===== src/design/mbord_pkg.sv =====
`timescale 1ns / 1ps

package mbord_pkg;

   localparam int PRICE_W   = 32;
   localparam int COUNT_W   = 6;
   localparam int TOTAL_W   = 7;
   localparam int AGE_W     = 6;
   localparam int BAR_W     = 2 * PRICE_W;
   localparam int RSP_W     = 1 + 2 * PRICE_W;
   localparam int RSP_PAD_W = 7;
   localparam int CSR_IDX_W = 1;

   localparam logic [COUNT_W-1:0] COUNT_MAX     = 6'd32;
   localparam logic [COUNT_W-1:0] INSIDE_RESET  = 6'd5;
   localparam logic [COUNT_W-1:0] OUTSIDE_RESET = 6'd2;

   localparam logic [CSR_IDX_W-1:0] REG_INSIDE_COUNT  = 1'b0;
   localparam logic [CSR_IDX_W-1:0] REG_OUTSIDE_COUNT = 1'b1;

   // start of one scan, from the request side to the scan sequencer
   typedef struct packed {
      logic                 start;
      logic                 warm;
      logic [COUNT_W-1:0]   outside;
      logic [TOTAL_W-1:0]   total;
   } scan_cmd_type;

   typedef struct packed {
      logic                 match;
      logic [PRICE_W-1:0]   range_top;
      logic [PRICE_W-1:0]   range_bottom;
   } rsp_type;

   // zero reads as one, anything above the maximum as the maximum
   function automatic logic [COUNT_W-1:0] clamp_count(input logic [COUNT_W-1:0] v);
      logic [COUNT_W-1:0] r;
      r = v;
      if (v == '0) begin
         r = 6'd1;
      end else if (v > COUNT_MAX) begin
         r = COUNT_MAX;
      end
      return r;
   endfunction

endpackage


===== src/design/mbord_ring_ram.sv =====
`timescale 1ns / 1ps

module mbord_ring_ram #(
   parameter int DEPTH  = 64,
   parameter int ADDR_W = 6,
   parameter int WIDTH  = 64
) (
   input  logic              clock,
   input  logic              wr_en,
   input  logic [ADDR_W-1:0] wr_addr,
   input  logic [WIDTH-1:0]  wr_data,
   input  logic              rd_en,
   input  logic [ADDR_W-1:0] rd_addr,
   output logic [WIDTH-1:0]  rd_data_ff
);

   logic [WIDTH-1:0] mem [DEPTH];

   always_ff @(posedge clock) begin
      if (wr_en) begin
         mem[wr_addr] <= wr_data;
      end
   end

   always_ff @(posedge clock) begin
      if (rd_en) begin
         rd_data_ff <= mem[rd_addr];
      end
   end

endmodule


===== src/design/mbord_scan.sv =====
`timescale 1ns / 1ps

module mbord_scan #(
   parameter int DEPTH  = 64,
   parameter int ADDR_W = 6
) (
   input  logic                       clock,
   input  logic                       reset,
   input  mbord_pkg::scan_cmd_type    cmd,
   input  logic [ADDR_W-1:0]          newest_addr,
   output logic                       busy,
   output logic                       rd_en,
   output logic [ADDR_W-1:0]          rd_addr,
   input  logic [mbord_pkg::BAR_W-1:0] rd_data,
   output logic                       rsp_valid,
   input  logic                       rsp_ready,
   output mbord_pkg::rsp_type         rsp
);

   localparam logic [1:0] ST_IDLE  = 2'd0;
   localparam logic [1:0] ST_SCAN  = 2'd1;
   localparam logic [1:0] ST_DRAIN = 2'd2;
   localparam logic [1:0] ST_DONE  = 2'd3;

   logic [1:0] state_ff, state_in;
   logic [ADDR_W-1:0] addr_ff, addr_in;
   logic [mbord_pkg::AGE_W-1:0] issue_age_ff, issue_age_in;
   logic [mbord_pkg::AGE_W-1:0] data_age_ff;
   logic data_vld_ff;
   logic warm_ff;
   logic [mbord_pkg::COUNT_W-1:0] outside_ff;
   logic [mbord_pkg::TOTAL_W-1:0] total_ff;
   logic [mbord_pkg::PRICE_W-1:0] out_high_ff, out_low_ff, in_high_ff, in_low_ff;
   logic rsp_valid_ff;
   mbord_pkg::rsp_type rsp_ff, rsp_in;
   logic [mbord_pkg::PRICE_W-1:0] d_high, d_low;
   logic last_issue, out_free, hit;

   assign d_high = rd_data[mbord_pkg::PRICE_W-1:0];
   assign d_low  = rd_data[mbord_pkg::BAR_W-1:mbord_pkg::PRICE_W];

   assign last_issue = ({1'b0, issue_age_ff} == (total_ff - 7'd1));
   assign out_free   = !rsp_valid_ff || rsp_ready;

   always_comb begin
      state_in     = state_ff;
      addr_in      = addr_ff;
      issue_age_in = issue_age_ff;
      unique case (state_ff)
         ST_IDLE: begin
            addr_in      = newest_addr;
            issue_age_in = '0;
            if (cmd.start) begin
               state_in = cmd.warm ? ST_DONE : ST_SCAN;
            end
         end
         ST_SCAN: begin
            issue_age_in = issue_age_ff + 6'd1;
            addr_in      = (addr_ff == '0) ? ADDR_W'(DEPTH - 1) : addr_ff - 1'b1;
            if (last_issue) begin
               state_in = ST_DRAIN;
            end
         end
         ST_DRAIN: begin
            state_in = ST_DONE;
         end
         ST_DONE: begin
            if (out_free) begin
               state_in = ST_IDLE;
            end
         end
         default: begin
            state_in = ST_IDLE;
         end
      endcase
   end

   always_ff @(posedge clock) begin
      if (reset) begin
         state_ff    <= ST_IDLE;
         data_vld_ff <= 1'b0;
      end else begin
         state_ff    <= state_in;
         data_vld_ff <= (state_ff == ST_SCAN);
      end
   end

   always_ff @(posedge clock) begin
      addr_ff      <= addr_in;
      issue_age_ff <= issue_age_in;
      data_age_ff  <= issue_age_ff;
      if (state_ff == ST_IDLE && cmd.start) begin
         warm_ff    <= cmd.warm;
         outside_ff <= cmd.outside;
         total_ff   <= cmd.total;
      end
   end

   // running extremes; age 0 opens the outside group, age outside_count the inside one
   always_ff @(posedge clock) begin
      if (data_vld_ff) begin
         priority if (data_age_ff == '0) begin
            out_high_ff <= d_high;
            out_low_ff  <= d_low;
         end else if (data_age_ff < outside_ff) begin
            if (d_high > out_high_ff) out_high_ff <= d_high;
            if (d_low < out_low_ff)   out_low_ff  <= d_low;
         end else if (data_age_ff == outside_ff) begin
            in_high_ff <= d_high;
            in_low_ff  <= d_low;
         end else begin
            if (d_high > in_high_ff) in_high_ff <= d_high;
            if (d_low < in_low_ff)   in_low_ff  <= d_low;
         end
      end
   end

   assign hit = !warm_ff && (in_high_ff <= out_high_ff) && (in_low_ff >= out_low_ff);

   always_comb begin
      rsp_in.match        = hit;
      rsp_in.range_top    = hit ? out_high_ff : '0;
      rsp_in.range_bottom = hit ? out_low_ff : '0;
   end

   always_ff @(posedge clock) begin
      if (reset) begin
         rsp_valid_ff <= 1'b0;
      end else if (state_ff == ST_DONE && out_free) begin
         rsp_valid_ff <= 1'b1;
      end else if (rsp_ready) begin
         rsp_valid_ff <= 1'b0;
      end
   end

   always_ff @(posedge clock) begin
      if (state_ff == ST_DONE && out_free) begin
         rsp_ff <= rsp_in;
      end
   end

   assign busy      = (state_ff != ST_IDLE);
   assign rd_en     = (state_ff == ST_SCAN);
   assign rd_addr   = addr_ff;
   assign rsp_valid = rsp_valid_ff;
   assign rsp       = rsp_ff;

endmodule


===== src/design/multi_bar_outside_range_detector_unit.sv =====
`timescale 1ns / 1ps
// Per request the sequencer runs SCAN over the inside_count + outside_count newest bars, then
//   DRAIN and DONE, or only DONE in warm-up. One request at a time, the next taken once the
//   result is loaded; the scan reads one stored bar a cycle via the ring's single read port.
// Reset (synchronous, active high): write pointer, bar count, sequencer and output valid
//   cleared, counts back to 5 and 2. Ring contents stay undefined; no clearing pass.

module multi_bar_outside_range_detector_unit #(
   parameter int WINDOW = 64
) (
   input  logic        clock,
   input  logic        reset,
   // request channel
   input  logic        req_tvalid,
   output logic        req_tready,
   input  logic [63:0] req_tdata,   // bar_high[31:0], bar_low[63:32]
   // result channel
   output logic        rsp_tvalid,
   input  logic        rsp_tready,
   output logic [71:0] rsp_tdata,   // match[0], range_top[32:1], range_bottom[64:33], zero pad
   // configuration writes
   input  logic        csr_we,
   input  logic [mbord_pkg::CSR_IDX_W-1:0] csr_index,
   input  logic [mbord_pkg::COUNT_W-1:0]   csr_wdata
);

   localparam int ADDR_W = $clog2(WINDOW);
   localparam int BS_W   = $clog2(WINDOW + 1);
   localparam int CMP_W  = (BS_W > mbord_pkg::TOTAL_W) ? BS_W : mbord_pkg::TOTAL_W;

   logic [mbord_pkg::COUNT_W-1:0] inside_count_ff, outside_count_ff;
   logic [ADDR_W-1:0] wr_ptr_ff, wr_ptr_in;
   logic [BS_W-1:0]   bars_seen_ff, bars_seen_in;
   logic [mbord_pkg::COUNT_W-1:0] ic, oc;
   logic [mbord_pkg::TOTAL_W-1:0] total;
   logic accept, busy, rd_en;
   logic [ADDR_W-1:0] rd_addr;
   logic [mbord_pkg::BAR_W-1:0] rd_data;
   mbord_pkg::scan_cmd_type cmd;
   mbord_pkg::rsp_type      rsp;

   // one request at a time; the scan owns the read port until its result is loaded
   assign req_tready = !busy;
   assign accept     = req_tvalid && req_tready;

   // configuration registers, raw value kept, clamped where used
   always_ff @(posedge clock) begin
      if (reset) begin
         inside_count_ff  <= mbord_pkg::INSIDE_RESET;
         outside_count_ff <= mbord_pkg::OUTSIDE_RESET;
      end else if (csr_we) begin
         unique case (csr_index)
            mbord_pkg::REG_INSIDE_COUNT:  inside_count_ff  <= csr_wdata;
            mbord_pkg::REG_OUTSIDE_COUNT: outside_count_ff <= csr_wdata;
            default: ;
         endcase
      end
   end

   assign ic    = mbord_pkg::clamp_count(inside_count_ff);
   assign oc    = mbord_pkg::clamp_count(outside_count_ff);
   assign total = {1'b0, ic} + {1'b0, oc};

   // ring pointer wraps at WINDOW, bar count saturates there
   assign wr_ptr_in    = (wr_ptr_ff == ADDR_W'(WINDOW - 1)) ? '0 : wr_ptr_ff + 1'b1;
   assign bars_seen_in = (bars_seen_ff < BS_W'(WINDOW)) ? bars_seen_ff + 1'b1 : bars_seen_ff;

   always_ff @(posedge clock) begin
      if (reset) begin
         wr_ptr_ff    <= '0;
         bars_seen_ff <= '0;
      end else if (accept) begin
         wr_ptr_ff    <= wr_ptr_in;
         bars_seen_ff <= bars_seen_in;
      end
   end

   // new bar lands in the ring at the accept edge; the scan reads from the next cycle on,
   // so the newest slot is already up to date when it is read
   always_comb begin
      cmd.start   = accept;
      cmd.warm    = CMP_W'(bars_seen_in) < CMP_W'(total);
      cmd.outside = oc;
      cmd.total   = total;
   end

   mbord_ring_ram #(
      .DEPTH  (WINDOW),
      .ADDR_W (ADDR_W),
      .WIDTH  (mbord_pkg::BAR_W)
   ) u_ring (
      .clock      (clock),
      .wr_en      (accept),
      .wr_addr    (wr_ptr_ff),
      .wr_data    (req_tdata),
      .rd_en      (rd_en),
      .rd_addr    (rd_addr),
      .rd_data_ff (rd_data)
   );

   mbord_scan #(
      .DEPTH  (WINDOW),
      .ADDR_W (ADDR_W)
   ) u_scan (
      .clock       (clock),
      .reset       (reset),
      .cmd         (cmd),
      .newest_addr (wr_ptr_ff),
      .busy        (busy),
      .rd_en       (rd_en),
      .rd_addr     (rd_addr),
      .rd_data     (rd_data),
      .rsp_valid   (rsp_tvalid),
      .rsp_ready   (rsp_tready),
      .rsp         (rsp)
   );

   assign rsp_tdata = {{mbord_pkg::RSP_PAD_W{1'b0}}, rsp.range_bottom, rsp.range_top, rsp.match};

endmodule


===== config.mk =====
export PLATFORM = sky130hd
export DESIGN_NAME = multi_bar_outside_range_detector_unit
export DESIGN_NICKNAME = d
export VERILOG_FILES = /design/src/design/mbord_pkg.sv /design/src/design/mbord_ring_ram.sv /design/src/design/mbord_scan.sv /design/src/design/multi_bar_outside_range_detector_unit.sv
export SDC_FILE = /design/constraint.sdc
export NUM_CORES = 2
export LEC_CHECK = 0
export BUFFER_PORTS_ARGS = -buffer_cell sky130_fd_sc_hd__buf_2
export CAP_MARGIN = 20
export CORE_UTILIZATION = 40
export CTS_BUF_LIST = sky130_fd_sc_hd__clkbuf_8
export CTS_CLUSTER_DIAMETER = 150
export DETAILED_ROUTE_END_ITERATION = 16
export HOLD_SLACK_MARGIN = 0.15
export SETUP_SLACK_MARGIN = 0.15
export SYNTH_ARGS = -nofsm -noshare
export SYNTH_HDL_FRONTEND = slang
export SYNTH_SLANG_ARGS = --single-unit

===== constraint.sdc =====
create_clock -name clock -period 8.7 [get_ports clock]
set_input_delay 0.87 -clock clock [delete_from_list [all_inputs] [get_ports clock]]
set_output_delay 0.87 -clock clock [all_outputs]
set_load 0.02 [all_outputs]

; Word level (Yosys, flattened, before mapping)
; Memories as Yosys holds them, arrays and structs flattened. A register that Yosys moved wholly into a read port is not among the register bits.
; Index checks and enable logic that the tools add are counted.
[word_totals]
output_inout_bits = 74
rom_bits = 0
ram_bits = 4096
latchBits = 0
word_cells = 107
in_bits = 76
n_memories = 1
ff_bits = 254
[memory_table]
columns = name, depth, word_bits, rd, rd_clocked_by_memory_dff, write_ports, line
row1 = u_ring.mem, 64, 64, 1, 1, 1, mbord_ring_ram.sv:17  ; logic [WIDTH-1:0] mem [DEPTH];
[classes]
n_shift = 0
n_mul = 0
mux = 28
eq_ne = 9
n_bitwise = 3
n_reduce_logical = 29
n_div = 0
magnitude_cmp = 11
addsub = 6
[ops]
columns = op, count
row1 = 32-bit two-way mux, 10
row2 = 32-bit greater-than comparator, 2
row3 = 32-bit < comparator, 2
row4 = 6-bit two-way mux, 6
row5 = 32-bit greater-or-equal comparator, 1
row6 = 32-bit less-or-equal comparator, 1
row7 = 6-bit logical NOT, 4
row8 = 6-bit case mux with 2 select lines, 2
row9 = 2-bit nonzero test, 8
row10 = "6-bit by 1-bit adder with 6-bit output, second input constant", 2
row11 = "6-bit greater-than comparator, second input constant", 2
row12 = 3-bit AND reduction, 3
row13 = 2-bit two-way mux, 4
row14 = 2-bit case mux with 4 select lines, 1
row15 = 4-bit AND reduction, 2
row16 = 6-bit by 6-bit adder with 7-bit output, 1
row17 = "7-bit by 1-bit adder with 7-bit output, second input constant", 1
row18 = 6-bit by 7-bit == test with 1-bit output, 1
row19 = 7-bit < comparator, 1
row20 = "7-bit < comparator, second input constant", 1
row21 = 7-bit two-way mux, 1
row22 = "7-bit by 1-bit subtractor with 7-bit output, second input constant", 1
row23 = 6-bit == test, 1
row24 = "6-bit == test, second input constant", 1
row25 = other kinds (13), 27

; Depth between registers and ports, before layout
[logic_depth]
word_depth = 8
mapped_depth = 18
depth_no_buf = 18

; Hierarchy
; Synthesis repeated with hierarchy kept, for this count alone.
[hier_totals]
hier_cells = 7833
area_unflattened_um2 = 171142.9
[by_module_without_submodules]
columns = module, n_inst, cells_per_inst, seq_area_each_um2, area_each_um2
row1 = mbord_ring_ram, 1, 6598, 124919.8, 156989.3
row2 = mbord_scan, 1, 1039, 6776.5, 12474.5
row3 = multi_bar_outside_range_detector_unit, 1, 196, 500.5, 1679.1

; Least setup slack after synthesis
; Ideal clock, no wire load.
[synth_path]
path_type = input -> register
from = in req_tvalid
to = mem u_ring.mem[36][0] (enable)
setup_time_ps = 565
arrival_time_ps = 5698
required_time_ps = 8135
path_slack_ps = 2437
path_buffers = 1
path_stages = 4
path_cell_list = and3_1 > clkbuf_1 > nand2_1 > nor3_1
[synth_between]
elab_chain_len = 3
[synth_lines]
columns = item, line
row1 = "start, declared", multi_bar_outside_range_detector_unit.sv:14  ; input logic req_tvalid,
row2 = 1-bit logical AND, multi_bar_outside_range_detector_unit.sv:44  ; assign accept = req_tvalid && req_tready;
row3 = 1-bit two-way mux, mbord_ring_ram.sv:20  ; if (wr_en) begin
row4 = 1-bit two-way mux (implied by the code), mbord_ring_ram.sv:21  ; mem[wr_addr] <= wr_data;
row5 = "end, declared", mbord_ring_ram.sv:17
; No other way between the ends.

; Worst setup path in the final report
[layout_path]
from = reg u_scan.state_ff[0]
to = mem u_ring.mem[59][59] (enable)
[layout_between]
elab_chain_len = 5
[layout_lines]
columns = item, line
row1 = "start, declared", mbord_scan.sv:25  ; logic [1:0] state_ff, state_in;
row2 = "start signal, assigned", mbord_scan.sv:83  ; state_ff <= state_in;
row3 = 2-bit nonzero test, mbord_scan.sv:142  ; assign busy = (state_ff != ST_IDLE);
row4 = 1-bit logical NOT, multi_bar_outside_range_detector_unit.sv:43  ; assign req_tready = !busy;
row5 = 1-bit logical AND, multi_bar_outside_range_detector_unit.sv:44
row6 = 1-bit two-way mux, mbord_ring_ram.sv:20
row7 = 1-bit two-way mux (implied by the code), mbord_ring_ram.sv:21
; No other way between the ends.

==> results.md <==
- The most common library cell in the layout ignoring fill and taps is edfxtp_1.
- The max-capacitance violation count is 0.
- Global routing finished with a remaining overflow of 0.
- The clock skew is 0.0764 ns.
- The later pin in the worst-skew pair is clocked with a latency of 1.22 ns.
- The combined area of all synthesized cells is 172000 µm².
- The initial antenna violation count came to 39.
- STA classifies the critical path endpoint as a register.
- From left edge to right edge, the die measures 658 µm.
- Setup repair after global routing left no endpoint under its margin.
- For the worst setup path, the data arrival time is 5.47 ns.
- The aggregate negative setup slack is 0 ns.
- The gate count after technology mapping is 7801.
- Buffers added to address setup during post-CTS repair amount to 0.
- The end of the worst register-to-register path is u_ring.mem[59][59]$_DFFE_PP_.
- The first global-routing pass estimated 662 mm of wire.
- The signal on the critical path passes through inv_1, ha_1, nand2_1, buf_4, nor2_1, nand3_1, nor2_4, buf_4.
- For this run, the total global-route usage over all layers was measured as 21.4%.
- Among all stages on the critical path, the largest delay is contributed by nor2_4.
- The most used flip-flop cell after synthesis is edfxtp_1.
- STA puts the critical path data required time at 9.52 ns.
- Wire segments on met2 add up to 229 mm in the final route.
- The post-place setup slack is 3.92 ns.
- The tree built by TritonCTS fans out to 4414 sinks.
- Headroom to the max-slew limit came out at 23.4%.
- In this design, the stage delay of the slowest critical-path cell is 1.00 ns.
- The number of cells on the worst hold path is 1.
- Broken down by cell family, the worst path's largest delay share belongs to simple AND/OR/NAND/NOR gates.
- Once placement finished, the instance area stood at 180000 µm².
- The layout has 35700 filler cells.
- Per report_power, the combinational group accounts for 26.5% of the total.
- In this run the power density over the cells is 288 nW/µm².
- The floorplan step set the die height to 658 µm.
- The wire length the detailed router placed on met1 is 187 mm.
- The synthesized netlist contains 63 unique library cells.
- The area growth from synthesis to layout is 12.9%.
- The largest area contributor in the synthesized netlist is edfxtp_1.
- By instance count, the cell type seen most on the critical path is buf_4.
- After detailed routing, the met3 layer carries 40.7 mm of wire.
- The number of top-level pins is 150.
- Of the total power, the share spent switching nets is 30.9%.
- The pin count of the biggest net entering global routing is 113.
- The number of DRC violations after detailed-routing iteration 0 is 9411.
- The type of origin of the critical path is a register.
- The number of enable flip-flop cells after synthesis is 4379.
- The async set-or-reset flop fraction in the synthesized netlist is 0%.
- The total CTS buffers is 695.
- The number of warnings reported in the yosys synthesis log is 0.
- In the layout the commonest cells are edfxtp_1, mux4_2, clkbuf_8.
- The root buffer cell is clkbuf_8.
- Once routing completed, OpenROAD measured the worst setup slack at 4.04 ns.
- Dividing the detail-routed via count by the number of cells gives 5.81.
- The detail-routed net length per standard cell is 31.9 µm.
- The critical path contains buffers and inverters numbering 3 combined.
- The deepest level of the CTS H-tree is 6.
- Routability-driven placement finished with a final weighted congestion of 0.820.
- The launch point of the worst reg-to-reg path is u_scan.state_ff[0]$_SDFFE_PP0P_.
- The leakage power is 62.0 nW.
- The share of Yosys cell area claimed by the top area cell type is 76.4%.
- For the finished layout, the period the worst path requires is 4.66 ns.
- After floorplanning, the core was sized to cover 428000 µm².
- VDD sags by at most 0.298 mV.
- The count of input and output buffers is 142.
- The via count of the first global-routing pass was 88000.
- For this design, the CTS-stage hold fixing added 16 buffers.
- The post-route netlist has 26.9% of its cells at a drive strength greater than 1.
- The area enclosed by the die boundary is 433000 µm².
- The maximum clock rate is 0.215 GHz.
- After layout, the worst path uses 53.5% of the clock period.
- The cell area after layout is 194000 µm².
- Post-CTS repair changed the size of 0 cells.
- The starting density of the core is 40.2%.
- At the pin with the least slew margin, the transition time is 1.15 ns.
- The reg2reg setup slack is 4.04 ns.
- The top metal layer carrying routed signals is met5.
- The startpoint identified for the worst hold timing path is req_tdata[47].
- The count of TritonRoute iterations in the first routing pass is 8.
- Once detail routing completed, the nets flagged for antenna violations numbered 0.
- The total count of max-transition violations in the final report is 0.
- The largest fanout of any net on the critical path is 42.
- The post-route DRC violation count is 0.
- The clock tree from TritonCTS is built.
- The analysis attributes to net switching a power of 0.0173 W.
- Clock-pin slew was measured on the worst setup and hold paths at 0.06 ns.
- The run finished with clean final reports.
- The post-detailed-routing wire length is 471 mm.
- The count of final setup violators is 0.
- The floorplan row count is 240.
- The count of vias placed by the detailed router is 85800.
- The sequential element share of the synthesized area is 76.9%.
- The maximum clock insertion buffer count is 4.
- The worst reg-to-reg path cell count is 8.
- The internal portion of total power is 0.0387 W.
- In the final layout, the multi-input gates occupy 37900 µm².
- In this run the worst hold path is classified as in -> reg.
- Summing all flip-flop and latch instances after layout gives 132000 µm².
- The flop and latch count out of synthesis is 4414.
- The sink of the worst hold path is u_ring.mem[34][47]$_DFFE_PP_.
- The critical path class is reg -> reg.
- Of the total power, the clock network draws 29.0%.
- In this run, flip-flops and latches consume 44.5% of the power.
- After synthesis, the cell types taking the most area are edfxtp_1, mux4_2, ha_1, mux2i_1, a211oi_1.
- Once detailed placement completed, the half-perimeter wirelength came to 256 mm.
- The final-stage net count is 8827.
- The final hold violation count is 0.
- The post-synthesis area per instance is 22.0 µm².
## cell families (layout without fill, tap and decap cells)
family / count (synthesis) / count (layout) / share of synthesized area, %
compound gates: 580 / 580 / 2.29
xor+xnor: 32 / 32 / 0.163
fa+ha+maj: 219 / 219 / 1.60
buf+inv: 568 / 1836 / 1.48
flops: 4414 / 4414 / 76.9
mux: 1268 / 1268 / 15.6
other cells: 1 / 17 / 0.00218
simple gates: 719 / 719 / 2.01
## power by group through the flow
| stage | clock [W] | combinational, W | sequential, W |
|---|---|---|---|
| finish | 0.0162 | 0.0148 | 0.0249 |
| detailed placement | 0 | 0.0149 | 0.0253 |
| global placement | 0 | 0.0148 | 0.0253 |
| global route | 0.0175 | 0.0158 | 0.0249 |
| floorplan | 0 | 0.0103 | 0.0248 |
| CTS | 0.0166 | 0.0149 | 0.0249 |
## metrics by stage
step / utilization (%) / power [W] / std cells / hold slack, ns
2_1_floorplan: - / 0.0352 / 7807 / 0.346
3_3_place_gp: 42.2 / 0.0401 / 13400 / 0.436
3_5_place_dp: 42.2 / 0.0402 / 13400 / 0.436
4_1_cts: 45.2 / 0.0564 / 14700 / 0.249
5_1_grt: 45.4 / 0.0581 / 14800 / 0.155
6_report: 45.4 / 0.0560 / 14800 / 0.206
## state kept, by name (all words and copies together), names as in the netlist, 2 cells and up
register and flops:
u_scan.in_low_ff 32, u_scan.outside_ff 6, u_scan.rsp 65, u_scan.out_low_ff 32
wr_ptr_ff 6, u_scan.issue_age_ff 6, u_scan.state_ff 2, u_scan.total_ff 7
u_ring.mem 4096, inside_count_ff 6, u_scan.in_high_ff 32, u_scan.out_high_ff 32
bars_seen_ff 7, u_scan.data_age_ff 6, u_scan.rd_addr 6, outside_count_ff 6
u_ring.rd_data_ff 64
## how the worst max path moves through the flow
stage,from,to,slack [ns],cells after the start
after global routing,u_scan.state_ff[0]$_SDFFE_PP0P_,u_ring.mem[59][55]$_DFFE_PP_,3.91,8
after detailed placement,req_tvalid,u_ring.mem[59][24]$_DFFE_PP_,3.92,7
after CTS,u_scan.state_ff[0]$_SDFFE_PP0P_,u_ring.mem[59][59]$_DFFE_PP_,4.03,8
final,u_scan.state_ff[0]$_SDFFE_PP0P_,u_ring.mem[59][59]$_DFFE_PP_,4.04,8
after floorplan,req_tvalid,u_ring.mem[36][0]$_DFFE_PP_,2.44,4
after global placement,req_tvalid,u_ring.mem[59][35]$_DFFE_PP_,3.94,7
## cell usage after synthesis, drive strengths merged, types with 85 or more instances
master     n
mux4    1130
nor2b     86
edfxtp  4379
mux2i    137
ha       218
inv      164
a211oi   134
clkbuf   174
a21oi    126
nor2     146
nand2    226
nor3      85
buf      230
a22oi     85
## worst reg2reg max path, cell delays in order, from the launching register on
cell     delay (ns)
dfxtp_1        0.37
inv_1          0.13
ha_1           0.38
nand2_1        0.17
buf_4          0.23
nor2_1         0.37
nand3_1        0.68
nor2_4         1.00
buf_4          0.79
## layer usage
metal	up-vias	global-route usage (%)
met5	-	0
met4	22	6.31
met3	810	4.49
met2	4198	35.2
met1	46400	29.0
li1	34400	-
## area by class of cell
cell class | instances | share of cell area (%)
clock inverter | 533 | 1.48
inverter | 164 | 0.321
timing repair buffer | 432 | 1.96
sequential | 4414 | 68.1
antenna | 10 | 0.0129
tap | 5687 | 3.66
clock buffer | 707 | 5.01
multi-input combinational | 2825 | 19.5
(Power assumes the default switching activity.)
